[config.mk]
export PLATFORM = sky130hd
export DESIGN_NAME = averaged_hysteresis_relay_control
export DESIGN_NICKNAME = d
export VERILOG_FILES = /design/src/ahrc_pkg.sv /design/src/ahrc_div.sv /design/src/ahrc_win.sv /design/src/averaged_hysteresis_relay_control.sv
export SDC_FILE = /design/constraint.sdc
export NUM_CORES = 1
export LEC_CHECK = 0
export ABC_AREA = 1
export BUFFER_PORTS_ARGS = -buffer_cell sky130_fd_sc_hd__buf_2
export CELL_PAD_IN_SITES_DETAIL_PLACEMENT = 0
export CELL_PAD_IN_SITES_GLOBAL_PLACEMENT = 1
export CORE_ASPECT_RATIO = 0.7
export CORE_UTILIZATION = 52
export DETAILED_ROUTE_END_ITERATION = 8
export PLACE_DENSITY = 0.87
export SLEW_MARGIN = 5
export SYNTH_ARGS = -nofsm -noshare
export SYNTH_HDL_FRONTEND = slang
export SYNTH_SLANG_ARGS = --single-unit
[constraint.sdc]
create_clock -name clk -period 8.6 [get_ports clk]
set_input_delay 2.58 -clock clk [delete_from_list [all_inputs] [get_ports clk]]
set_output_delay 2.58 -clock clk [all_outputs]
set_load 0.02 [all_outputs]
[src/ahrc_pkg.sv]
// ----------------------------------------------------------------------------
// ahrc_pkg
// Shared types and constants of the averaged hysteresis relay control.
// ----------------------------------------------------------------------------
package ahrc_pkg;

	localparam int TEMP_W  = 11;
	localparam int HUMID_W = 10;

	// configuration register indexes
	localparam logic [1:0] REG_TEMP_THR  = 2'd0;
	localparam logic [1:0] REG_TEMP_HYS  = 2'd1;
	localparam logic [1:0] REG_HUMID_THR = 2'd2;
	localparam logic [1:0] REG_HUMID_HYS = 2'd3;

	// configuration reset values
	localparam logic signed [10:0] TEMP_THR_RST  = 11'sd200;
	localparam logic [8:0]         TEMP_HYS_RST  = 9'd10;
	localparam logic [9:0]         HUMID_THR_RST = 10'd500;
	localparam logic [9:0]         HUMID_HYS_RST = 10'd50;

	localparam logic [15:0] ERR_MAX = 16'hFFFF;

	// one window entry
	typedef struct packed {
		logic signed [10:0] temp;
		logic [9:0]         humid;
	} sample_t;

	// command from the controller to the window engine
	typedef struct packed {
		logic    start;
		logic    ok;
		sample_t smp;
	} win_cmd_t;

	// status from the window engine
	typedef struct packed {
		logic               done;
		logic signed [10:0] min_t;
		logic signed [10:0] max_t;
		logic [9:0]         min_h;
		logic [9:0]         max_h;
	} win_stat_t;

endpackage

[src/ahrc_div.sv]
// ----------------------------------------------------------------------------
// ahrc_div
// Restoring unsigned divider, one quotient bit per cycle.
// ----------------------------------------------------------------------------
module ahrc_div import ahrc_pkg::*; #(
	parameter int N  = 15,
	parameter int DW = 4
) (
	input  logic          clk,
	input  logic          arst_n,
	input  logic          start,
	input  logic [N-1:0]  dividend,
	input  logic [DW-1:0] divisor,
	output logic          busy,
	output logic [N-1:0]  quotient
);

	localparam int CW = $clog2(N + 1);

	logic [DW-1:0] rem_q;
	logic [N-1:0]  quo_q;
	logic [DW-1:0] den_q;
	logic [CW-1:0] cnt_q;
	logic          busy_q;

	logic [DW:0]   trial;
	logic [DW:0]   diff;
	logic          fits;

	// trial subtract of the next partial remainder
	always_comb begin
		trial = {rem_q, quo_q[N-1]};
		diff  = trial - {1'b0, den_q};
		fits  = (trial >= {1'b0, den_q});
	end

	// control: count down one bit per cycle
	always_ff @(posedge clk or negedge arst_n) begin
		if (!arst_n) begin
			busy_q <= 1'b0;
			cnt_q  <= '0;
		end else if (start) begin
			busy_q <= 1'b1;
			cnt_q  <= CW'(N);
		end else if (busy_q) begin
			cnt_q <= cnt_q - 1'b1;
			if (cnt_q == CW'(1)) begin
				busy_q <= 1'b0;
			end
		end
	end

	// datapath: shift the dividend out, quotient bits in
	always_ff @(posedge clk) begin
		if (start) begin
			rem_q <= '0;
			quo_q <= dividend;
			den_q <= divisor;
		end else if (busy_q) begin
			rem_q <= fits ? diff[DW-1:0] : trial[DW-1:0];
			quo_q <= {quo_q[N-2:0], fits};
		end
	end

	assign busy     = busy_q;
	assign quotient = quo_q;

endmodule

[src/ahrc_win.sv]
// ----------------------------------------------------------------------------
// ahrc_win
// Sample window engine: window memory, running sums, fill and write slot,
// and the min/max walk over the held entries.
// ----------------------------------------------------------------------------
module ahrc_win import ahrc_pkg::*; #(
	parameter int WINDOW = 10,
	parameter int AW     = 4,
	parameter int FW     = 4,
	parameter int TSW    = 15,
	parameter int HSW    = 14
) (
	input  logic                  clk,
	input  logic                  arst_n,
	input  win_cmd_t              cmd,
	output win_stat_t             stat,
	output logic [FW-1:0]         fill,
	output logic signed [TSW-1:0] temp_sum,
	output logic [HSW-1:0]        humid_sum
);

	localparam logic [1:0] W_IDLE = 2'd0;
	localparam logic [1:0] W_UPD  = 2'd1;
	localparam logic [1:0] W_WALK = 2'd2;

	sample_t               mem_q [WINDOW];
	sample_t               rdata_q;
	sample_t               smp_q;

	logic [1:0]            state_q;
	logic [FW-1:0]         fill_q;
	logic [AW-1:0]         slot_q;
	logic [FW-1:0]         iss_q;
	logic                  pend_q;
	logic                  first_q;
	logic                  done_q;
	logic signed [TSW-1:0] tsum_q;
	logic [HSW-1:0]        hsum_q;
	logic signed [10:0]    min_t_q;
	logic signed [10:0]    max_t_q;
	logic [9:0]            min_h_q;
	logic [9:0]            max_h_q;

	logic                  ren;
	logic [AW-1:0]         raddr;
	logic                  full;

	assign full = (fill_q == FW'(WINDOW));

	// select the read port: old entry at the slot, or the next walk entry
	always_comb begin
		ren   = 1'b0;
		raddr = slot_q;
		if (state_q == W_IDLE && cmd.start && cmd.ok) begin
			ren = 1'b1;
		end else if (state_q == W_WALK && iss_q < fill_q) begin
			ren   = 1'b1;
			raddr = iss_q[AW-1:0];
		end
	end

	// window memory; the slot is read in the cycle before it is overwritten
	always_ff @(posedge clk) begin
		if (state_q == W_UPD) begin
			mem_q[slot_q] <= smp_q;
		end
		if (ren) begin
			rdata_q <= mem_q[raddr];
		end
	end

	// sequencer, sums and extremes
	always_ff @(posedge clk or negedge arst_n) begin
		if (!arst_n) begin
			state_q <= W_IDLE;
			smp_q   <= '0;
			fill_q  <= '0;
			slot_q  <= '0;
			iss_q   <= '0;
			pend_q  <= 1'b0;
			first_q <= 1'b0;
			done_q  <= 1'b0;
			tsum_q  <= '0;
			hsum_q  <= '0;
			min_t_q <= '0;
			max_t_q <= '0;
			min_h_q <= '0;
			max_h_q <= '0;
		end else begin
			done_q <= 1'b0;
			unique case (state_q)
				W_IDLE: begin
					if (cmd.start) begin
						smp_q <= cmd.smp;
						if (cmd.ok) begin
							state_q <= W_UPD;
						end else if (fill_q == '0) begin
							// empty window reports zeros
							min_t_q <= '0;
							max_t_q <= '0;
							min_h_q <= '0;
							max_h_q <= '0;
							done_q  <= 1'b1;
						end else begin
							iss_q   <= '0;
							pend_q  <= 1'b0;
							first_q <= 1'b1;
							state_q <= W_WALK;
						end
					end
				end
				W_UPD: begin
					// retire the overwritten entry once the window is full
					if (full) begin
						tsum_q <= tsum_q - TSW'(rdata_q.temp) + TSW'(smp_q.temp);
						hsum_q <= hsum_q - HSW'(rdata_q.humid) + HSW'(smp_q.humid);
					end else begin
						tsum_q <= tsum_q + TSW'(smp_q.temp);
						hsum_q <= hsum_q + HSW'(smp_q.humid);
						fill_q <= fill_q + 1'b1;
					end
					slot_q  <= (slot_q == AW'(WINDOW - 1)) ? '0 : slot_q + 1'b1;
					iss_q   <= '0;
					pend_q  <= 1'b0;
					first_q <= 1'b1;
					state_q <= W_WALK;
				end
				W_WALK: begin
					// fold the entry read last cycle
					if (pend_q) begin
						first_q <= 1'b0;
						if (first_q || rdata_q.temp < min_t_q) min_t_q <= rdata_q.temp;
						if (first_q || rdata_q.temp > max_t_q) max_t_q <= rdata_q.temp;
						if (first_q || rdata_q.humid < min_h_q) min_h_q <= rdata_q.humid;
						if (first_q || rdata_q.humid > max_h_q) max_h_q <= rdata_q.humid;
					end
					if (iss_q < fill_q) begin
						iss_q  <= iss_q + 1'b1;
						pend_q <= 1'b1;
					end else begin
						pend_q <= 1'b0;
						if (!pend_q) begin
							done_q  <= 1'b1;
							state_q <= W_IDLE;
						end
					end
				end
				default: begin
					state_q <= W_IDLE;
				end
			endcase
		end
	end

	assign stat.done  = done_q;
	assign stat.min_t = min_t_q;
	assign stat.max_t = max_t_q;
	assign stat.min_h = min_h_q;
	assign stat.max_h = max_h_q;
	assign fill       = fill_q;
	assign temp_sum   = tsum_q;
	assign humid_sum  = hsum_q;

endmodule

[src/averaged_hysteresis_relay_control.sv]
// ----------------------------------------------------------------------------
// averaged_hysteresis_relay_control
// Moving-average thermostat: sliding windows, averages, extremes and a relay
// with hysteresis, plus saturating read error counters.
//
// Channel   Dir  Handshake              Content
// s_*       in   s_tvalid / s_tready    one sensor reading per word
// m_*       out  m_tvalid / m_tready    one status word per reading
// cfg_*     in   cfg_valid / cfg_ready  register index and write data
//
// A good reading passes through these steps from acceptance to its status
// word: the sums are updated, the walk reads one window entry per cycle, the
// averaging divider produces one quotient bit per cycle, and the result is
// handed off and loaded into the output register. The next reading is accepted
// in the cycle after the word is loaded; readings are processed one at a time.
// Reset leaves the window empty and the relay off. A finished word waits in the
// output register; the next reading is accepted meanwhile and held at its end
// until that register is free.
// ----------------------------------------------------------------------------
module averaged_hysteresis_relay_control import ahrc_pkg::*; #(
	parameter int WINDOW = 10
) (
	input  logic         clk,
	input  logic         arst_n,
	input  logic         s_tvalid,
	output logic         s_tready,
	input  logic [23:0]  s_tdata,   // temp_tenths[10:0], humid_tenths[20:11], zero pad
	input  logic         s_tuser,   // reading_valid
	output logic         m_tvalid,
	input  logic         m_tready,
	// relay_on[0], mean_temp[11:1], avg_humid[21:12], window_min_temp[32:22],
	// window_max_temp[43:33], window_min_humid[53:44], window_max_humid[63:54],
	// window_fill[67:64], consecutive_errors[83:68], total_errors[99:84], pad
	output logic [103:0] m_tdata,
	output logic         m_tuser,   // reading_ok
	input  logic         cfg_valid,
	output logic         cfg_ready,
	input  logic [1:0]   cfg_index,
	input  logic [10:0]  cfg_data
);

	localparam int AW  = (WINDOW > 1) ? $clog2(WINDOW) : 1;
	localparam int FW  = $clog2(WINDOW + 1);
	localparam int TSW = TEMP_W + FW;
	localparam int HSW = HUMID_W + FW;

	localparam logic [1:0] T_IDLE = 2'd0;
	localparam logic [1:0] T_WIN  = 2'd1;
	localparam logic [1:0] T_DIV  = 2'd2;
	localparam logic [1:0] T_OUT  = 2'd3;

	logic [1:0]            state_q;
	logic                  ok_q;
	logic                  neg_q;
	logic                  relay_q;
	logic [15:0]           err_run_q;
	logic [15:0]           err_tot_q;
	logic signed [10:0]    avg_t_q;
	logic [9:0]            avg_h_q;
	logic                  m_tvalid_q;
	logic [103:0]          m_tdata_q;
	logic                  m_tuser_q;

	logic signed [10:0]    temp_thr_q;
	logic [8:0]            temp_hys_q;
	logic [9:0]            humid_thr_q;
	logic [9:0]            humid_hys_q;

	win_cmd_t              win_cmd;
	win_stat_t             win_stat;
	logic [FW-1:0]         win_fill;
	logic signed [TSW-1:0] win_tsum;
	logic [HSW-1:0]        win_hsum;

	logic                  div_start;
	logic [TSW-1:0]        tmag;
	logic                  tdiv_busy;
	logic                  hdiv_busy;
	logic [TSW-1:0]        tquo;
	logic [HSW-1:0]        hquo;

	logic                  in_acc;
	logic                  out_free;
	logic signed [10:0]    avg_t_c;
	logic [9:0]            avg_h_c;
	logic signed [12:0]    t_avg_x;
	logic signed [12:0]    t_thr_x;
	logic signed [12:0]    t_off_x;
	logic signed [11:0]    h_avg_x;
	logic signed [11:0]    h_thr_x;
	logic signed [11:0]    h_off_x;
	logic                  relay_n;

	assign in_acc    = s_tvalid && s_tready;
	assign s_tready  = (state_q == T_IDLE);
	assign out_free  = !m_tvalid_q || m_tready;
	assign cfg_ready = 1'b1;

	// configuration registers
	always_ff @(posedge clk or negedge arst_n) begin
		if (!arst_n) begin
			temp_thr_q  <= TEMP_THR_RST;
			temp_hys_q  <= TEMP_HYS_RST;
			humid_thr_q <= HUMID_THR_RST;
			humid_hys_q <= HUMID_HYS_RST;
		end else if (cfg_valid && cfg_ready) begin
			unique case (cfg_index)
				REG_TEMP_THR:  temp_thr_q  <= cfg_data;
				REG_TEMP_HYS:  temp_hys_q  <= cfg_data[8:0];
				REG_HUMID_THR: humid_thr_q <= cfg_data[9:0];
				REG_HUMID_HYS: humid_hys_q <= cfg_data[9:0];
				default: ;
			endcase
		end
	end

	// window engine
	assign win_cmd.start     = in_acc;
	assign win_cmd.ok        = s_tuser;
	assign win_cmd.smp.temp  = s_tdata[10:0];
	assign win_cmd.smp.humid = s_tdata[20:11];

	ahrc_win #(
		.WINDOW (WINDOW),
		.AW     (AW),
		.FW     (FW),
		.TSW    (TSW),
		.HSW    (HSW)
	) u_win (
		.clk       (clk),
		.arst_n    (arst_n),
		.cmd       (win_cmd),
		.stat      (win_stat),
		.fill      (win_fill),
		.temp_sum  (win_tsum),
		.humid_sum (win_hsum)
	);

	// averaging dividers on magnitudes
	assign div_start = (state_q == T_WIN) && win_stat.done && (win_fill != '0);
	assign tmag      = (win_tsum < 0) ? TSW'(-win_tsum) : TSW'(win_tsum);

	ahrc_div #(
		.N  (TSW),
		.DW (FW)
	) u_tdiv (
		.clk      (clk),
		.arst_n   (arst_n),
		.start    (div_start),
		.dividend (tmag),
		.divisor  (win_fill),
		.busy     (tdiv_busy),
		.quotient (tquo)
	);

	ahrc_div #(
		.N  (HSW),
		.DW (FW)
	) u_hdiv (
		.clk      (clk),
		.arst_n   (arst_n),
		.start    (div_start),
		.dividend (win_hsum),
		.divisor  (win_fill),
		.busy     (hdiv_busy),
		.quotient (hquo)
	);

	// restore sign of the average and evaluate the hysteresis
	always_comb begin
		avg_t_c = neg_q ? 11'(-tquo) : 11'(tquo);
		avg_h_c = 10'(hquo);
		t_avg_x = 13'(avg_t_c);
		t_thr_x = 13'(temp_thr_q);
		t_off_x = t_thr_x - 13'(temp_hys_q);
		h_avg_x = 12'(avg_h_c);
		h_thr_x = 12'(humid_thr_q);
		h_off_x = h_thr_x - 12'(humid_hys_q);
		if (relay_q) begin
			relay_n = !(t_avg_x <= t_off_x || h_avg_x < h_off_x);
		end else begin
			relay_n = (t_avg_x >= t_thr_x) && (h_avg_x >= h_thr_x);
		end
	end

	// item sequencer, counters, relay and output register
	always_ff @(posedge clk or negedge arst_n) begin
		if (!arst_n) begin
			state_q    <= T_IDLE;
			ok_q       <= 1'b0;
			neg_q      <= 1'b0;
			relay_q    <= 1'b0;
			err_run_q  <= '0;
			err_tot_q  <= '0;
			avg_t_q    <= '0;
			avg_h_q    <= '0;
			m_tvalid_q <= 1'b0;
			m_tdata_q  <= '0;
			m_tuser_q  <= 1'b0;
		end else begin
			if (m_tvalid_q && m_tready && state_q != T_OUT) begin
				m_tvalid_q <= 1'b0;
			end
			unique case (state_q)
				T_IDLE: begin
					if (in_acc) begin
						ok_q <= s_tuser;
						if (s_tuser) begin
							err_run_q <= '0;
						end else begin
							if (err_run_q != ERR_MAX) err_run_q <= err_run_q + 1'b1;
							if (err_tot_q != ERR_MAX) err_tot_q <= err_tot_q + 1'b1;
						end
						state_q <= T_WIN;
					end
				end
				T_WIN: begin
					if (win_stat.done) begin
						if (win_fill != '0) begin
							neg_q   <= (win_tsum < 0);
							state_q <= T_DIV;
						end else begin
							avg_t_q <= '0;
							avg_h_q <= '0;
							state_q <= T_OUT;
						end
					end
				end
				T_DIV: begin
					if (!tdiv_busy && !hdiv_busy) begin
						avg_t_q <= avg_t_c;
						avg_h_q <= avg_h_c;
						if (ok_q) begin
							relay_q <= relay_n;
						end
						state_q <= T_OUT;
					end
				end
				T_OUT: begin
					if (out_free) begin
						m_tvalid_q <= 1'b1;
						m_tuser_q  <= ok_q;
						m_tdata_q  <= {4'b0, err_tot_q, err_run_q, 4'(win_fill),
							win_stat.max_h, win_stat.min_h,
							win_stat.max_t, win_stat.min_t,
							avg_h_q, avg_t_q, relay_q};
						state_q <= T_IDLE;
					end
				end
				default: begin
					state_q <= T_IDLE;
				end
			endcase
		end
	end

	assign m_tvalid = m_tvalid_q;
	assign m_tdata  = m_tdata_q;
	assign m_tuser  = m_tuser_q;

`ifndef SYNTH
	// a run of errors never exceeds the total since reset
	assert property (@(posedge clk) disable iff (!arst_n) err_run_q <= err_tot_q)
		else $error("consecutive error count exceeds total");

	// the window never holds more than WINDOW samples
	assert property (@(posedge clk) disable iff (!arst_n) win_fill <= FW'(WINDOW))
		else $error("window fill beyond depth");

	// the relay moves only on a good reading
	assert property (@(posedge clk) disable iff (!arst_n)
		(relay_q != $past(relay_q)) |-> ok_q)
		else $error("relay changed on a failed reading");

	// an accepted reading starts the window engine
	assert property (@(posedge clk) disable iff (!arst_n)
		in_acc |=> (state_q == T_WIN))
		else $error("accepted reading not dispatched");
`endif

endmodule

==> metrics.cfg <==
[setup_path]
worstPathArrival_ns = 1.62
critPathLaunchType = register
critPathRequiredTime_ns = 6.02
cp_max_fo = 4
endpoint_kind = output port
path_class = register to output port
r2r_cells = 13

[sta]
fin_crit_sh = 0.489
slew_viol_final = 0
rsz0062_at_grt = no
fin_tns_setup_ns = 0
slew_headroom = 0.127
tightest_slew_ns = 1.31
worst_slack_ns = 4.40
fmax_mhz = 238
fin_skew_ns = 0.0458
hold_viol_final = 0
setup_viol = 0
post-route-min-period_ns = 4.20
worst_hold_slack_ns = 0.480

[global_route]
grt_pass1_vias = 23500
track_usage = 0.270
antenna_found_initial = 1
grt_max_degree = 136
gr-total-overflow = 0
grt_pass1_wl_um = 129000

[clock_network]
cts.hold.buffers_added = 0
clock_latency_ns = 0.64
cts_made_buffers = 57
cts_htree_levels = 2
clk_path_buf_depth = 3
post_cts_buffers = 0
cts-root-buf = clkbuf_16
cts_repair_resize_count = 0
cts_tree = yes
clock-sinks = 591
clk_pin_slew_ns = 0.06

[drt]
remaining_drc_errors = 0
vias_per_cell = 5.56
wl_per_cell_um = 18.8
vias = 24500
ant_nets = 0
drt_iter0_drc = 2264
totalWireLength_um = 82500
dr.pass1.iters = 6

[synth]
yosys.area.top_type = edfxtp_1
netlist_instances = 3445
ys_ff_latch = 591
async_flop_share = 0.540
synth_top_area_frac = 0.252
ys_top_cells_by_count = nand2_1 (652), inv_1 (505), o21ai_0 (312)
ys_types = 54
yosysMostFrequentCell = nand2_1
ys.flop_type = dfrtp_1
seq_area_frac_synth = 0.512
syn-mean-instance-area_um2 = 9.12
synth_edf_count = 264
yosysWarnings = 0
netlist_area_um2 = 31400
synth.area.top_cells = edfxtp_1 (25%), dfrtp_1 (24%), nand2_1 (7.8%), ha_1 (7.3%), inv_1 (6.0%)

[floorplanning]
coreArea_um2 = 59000
dieArea_um2 = 61400
pin_count = 151
rows = 74
die_w_um = 296
start_util = 0.533
die_height_um = 208

[finish]
layout.cells.non_filler = 4400
layout.nets = 3810
final_layout_size_suffix_gt1_frac = 0.0908
area_growth_pct = 10.9
diodes = 0

[placed_design]
post-place-ws_ns = 4.03
gp_congestion = 0.935
dp_hpwl_um = 57300
place.port_buffers = 142
numPlacedInstances = 4292

[job]
cap_violations = 0

[hold_path]
min-delay-path-class = register to register
holdPathStages = 2

[outcome]
outcome = finished, final reports clean

-- per-stage QoR --
| stage | util | area, um2 |
|---|---|---|
| floorplan | - | 31400 |
| global placement | 0.557 | 32800 |
| detailed placement | 0.557 | 32800 |
| CTS | 0.591 | 34800 |
| global route | 0.591 | 34800 |
| finish | 0.591 | 34800 |
-- cell families (layout without fill, tap and decap cells) --
kind of cell | count (synthesis) | count (layout) | share of synthesized area
fa+ha+maj | 214 | 214 | 0.0924
mux | 13 | 13 | 0.00466
buf+inv | 632 | 786 | 0.0794
other cells | 2 | 5 | 0.000239
compound gates | 601 | 601 | 0.105
xor+xnor | 83 | 83 | 0.0231
simple gates | 1309 | 1309 | 0.183
flops | 591 | 591 | 0.512
-- registers in the layout, summed over array words and instances (netlist names), 9 cells and up --
signal	flops
u_win.mem_q	210
m_tdata	100
u_win.rdata_q	21
u_win.smp_q	21
err_run_q	16
err_tot_q	16
u_tdiv.quotient	15
u_win.temp_sum	15
u_hdiv.quotient	14
u_win.humid_sum	14
avg_t_q	11
temp_thr_q	11
u_win.max_t_q	11
u_win.min_t_q	11
avg_h_q	10
humid_hys_q	10
humid_thr_q	10
u_win.max_h_q	10
u_win.min_h_q	10
temp_hys_q	9
-- cell usage in the layout (no fill, tap or decap), types with 24 or more instances in the layout --
cell type  netlist  final
nand2_1        652    650
inv_1          505    505
o21ai_0        312    311
dfrtp_1        305    305
nand3_1        303    303
edfxtp_1       264    264
nor2_1         203    194
ha_1           184    184
a21oi_1        163    163
buf_2           23    141
nand3b_1        69     69
xor2_1          66     66
clkbuf_16        0     60
nand4_1         32     32
fa_1            30     30
o21bai_1        27     27
buf_4           13     25
nor3_1          26     24
-- layer usage --
| layer | track usage | part of all wire | vias to the layer above |
|---|---|---|---|
| met2 | 0.401 | 0.43 | 903 |
| li1 | - | - | 11700 |
| met5 | 0 | 0 | - |
| met3 | 0.0466 | 0.085 | 123 |
| met4 | 0.0672 | 0.020 | 0 |
| met1 | 0.409 | 0.46 | 11800 |
-- worst max-delay path, cell delays in order, from the launching register on --
cell,delay (ns)
dfrtp_1,0.43
inv_1,0.12
ha_1,0.25
buf_2,0.20
-- final timing paths --
| check | startpoint | end | slack [ns] |
|---|---|---|---|
| setup / recovery | state_q[0] | s_tready | 4.40 |
| hold / removal | m_tdata[31] | m_tdata[31] | 0.48 |
| setup reg to reg | u_win.smp_q[12] | u_win.temp_sum[9] | 5.02 |
| hold reg to reg | m_tdata[31] | m_tdata[31] | 0.48 |
| max in group asynchronous | arst_n | humid_hys_q[7] | 5.01 |
| min in group asynchronous | arst_n | m_tdata[58] | 2.07 |
-- layout make-up --
type / count / area [um2]
inverter: 510 / 1910
multi-input combinational: 2225 / 12900
sequential: 591 / 16100
timing repair buffer: 168 / 928
fill: 5091 / 24100
clock buffer: 73 / 1590
clock inverter: 35 / 415
tap: 798 / 998
Power is not shown: default switching activity piles up to over one toggle a cycle in this logic, so the estimate is an artifact.
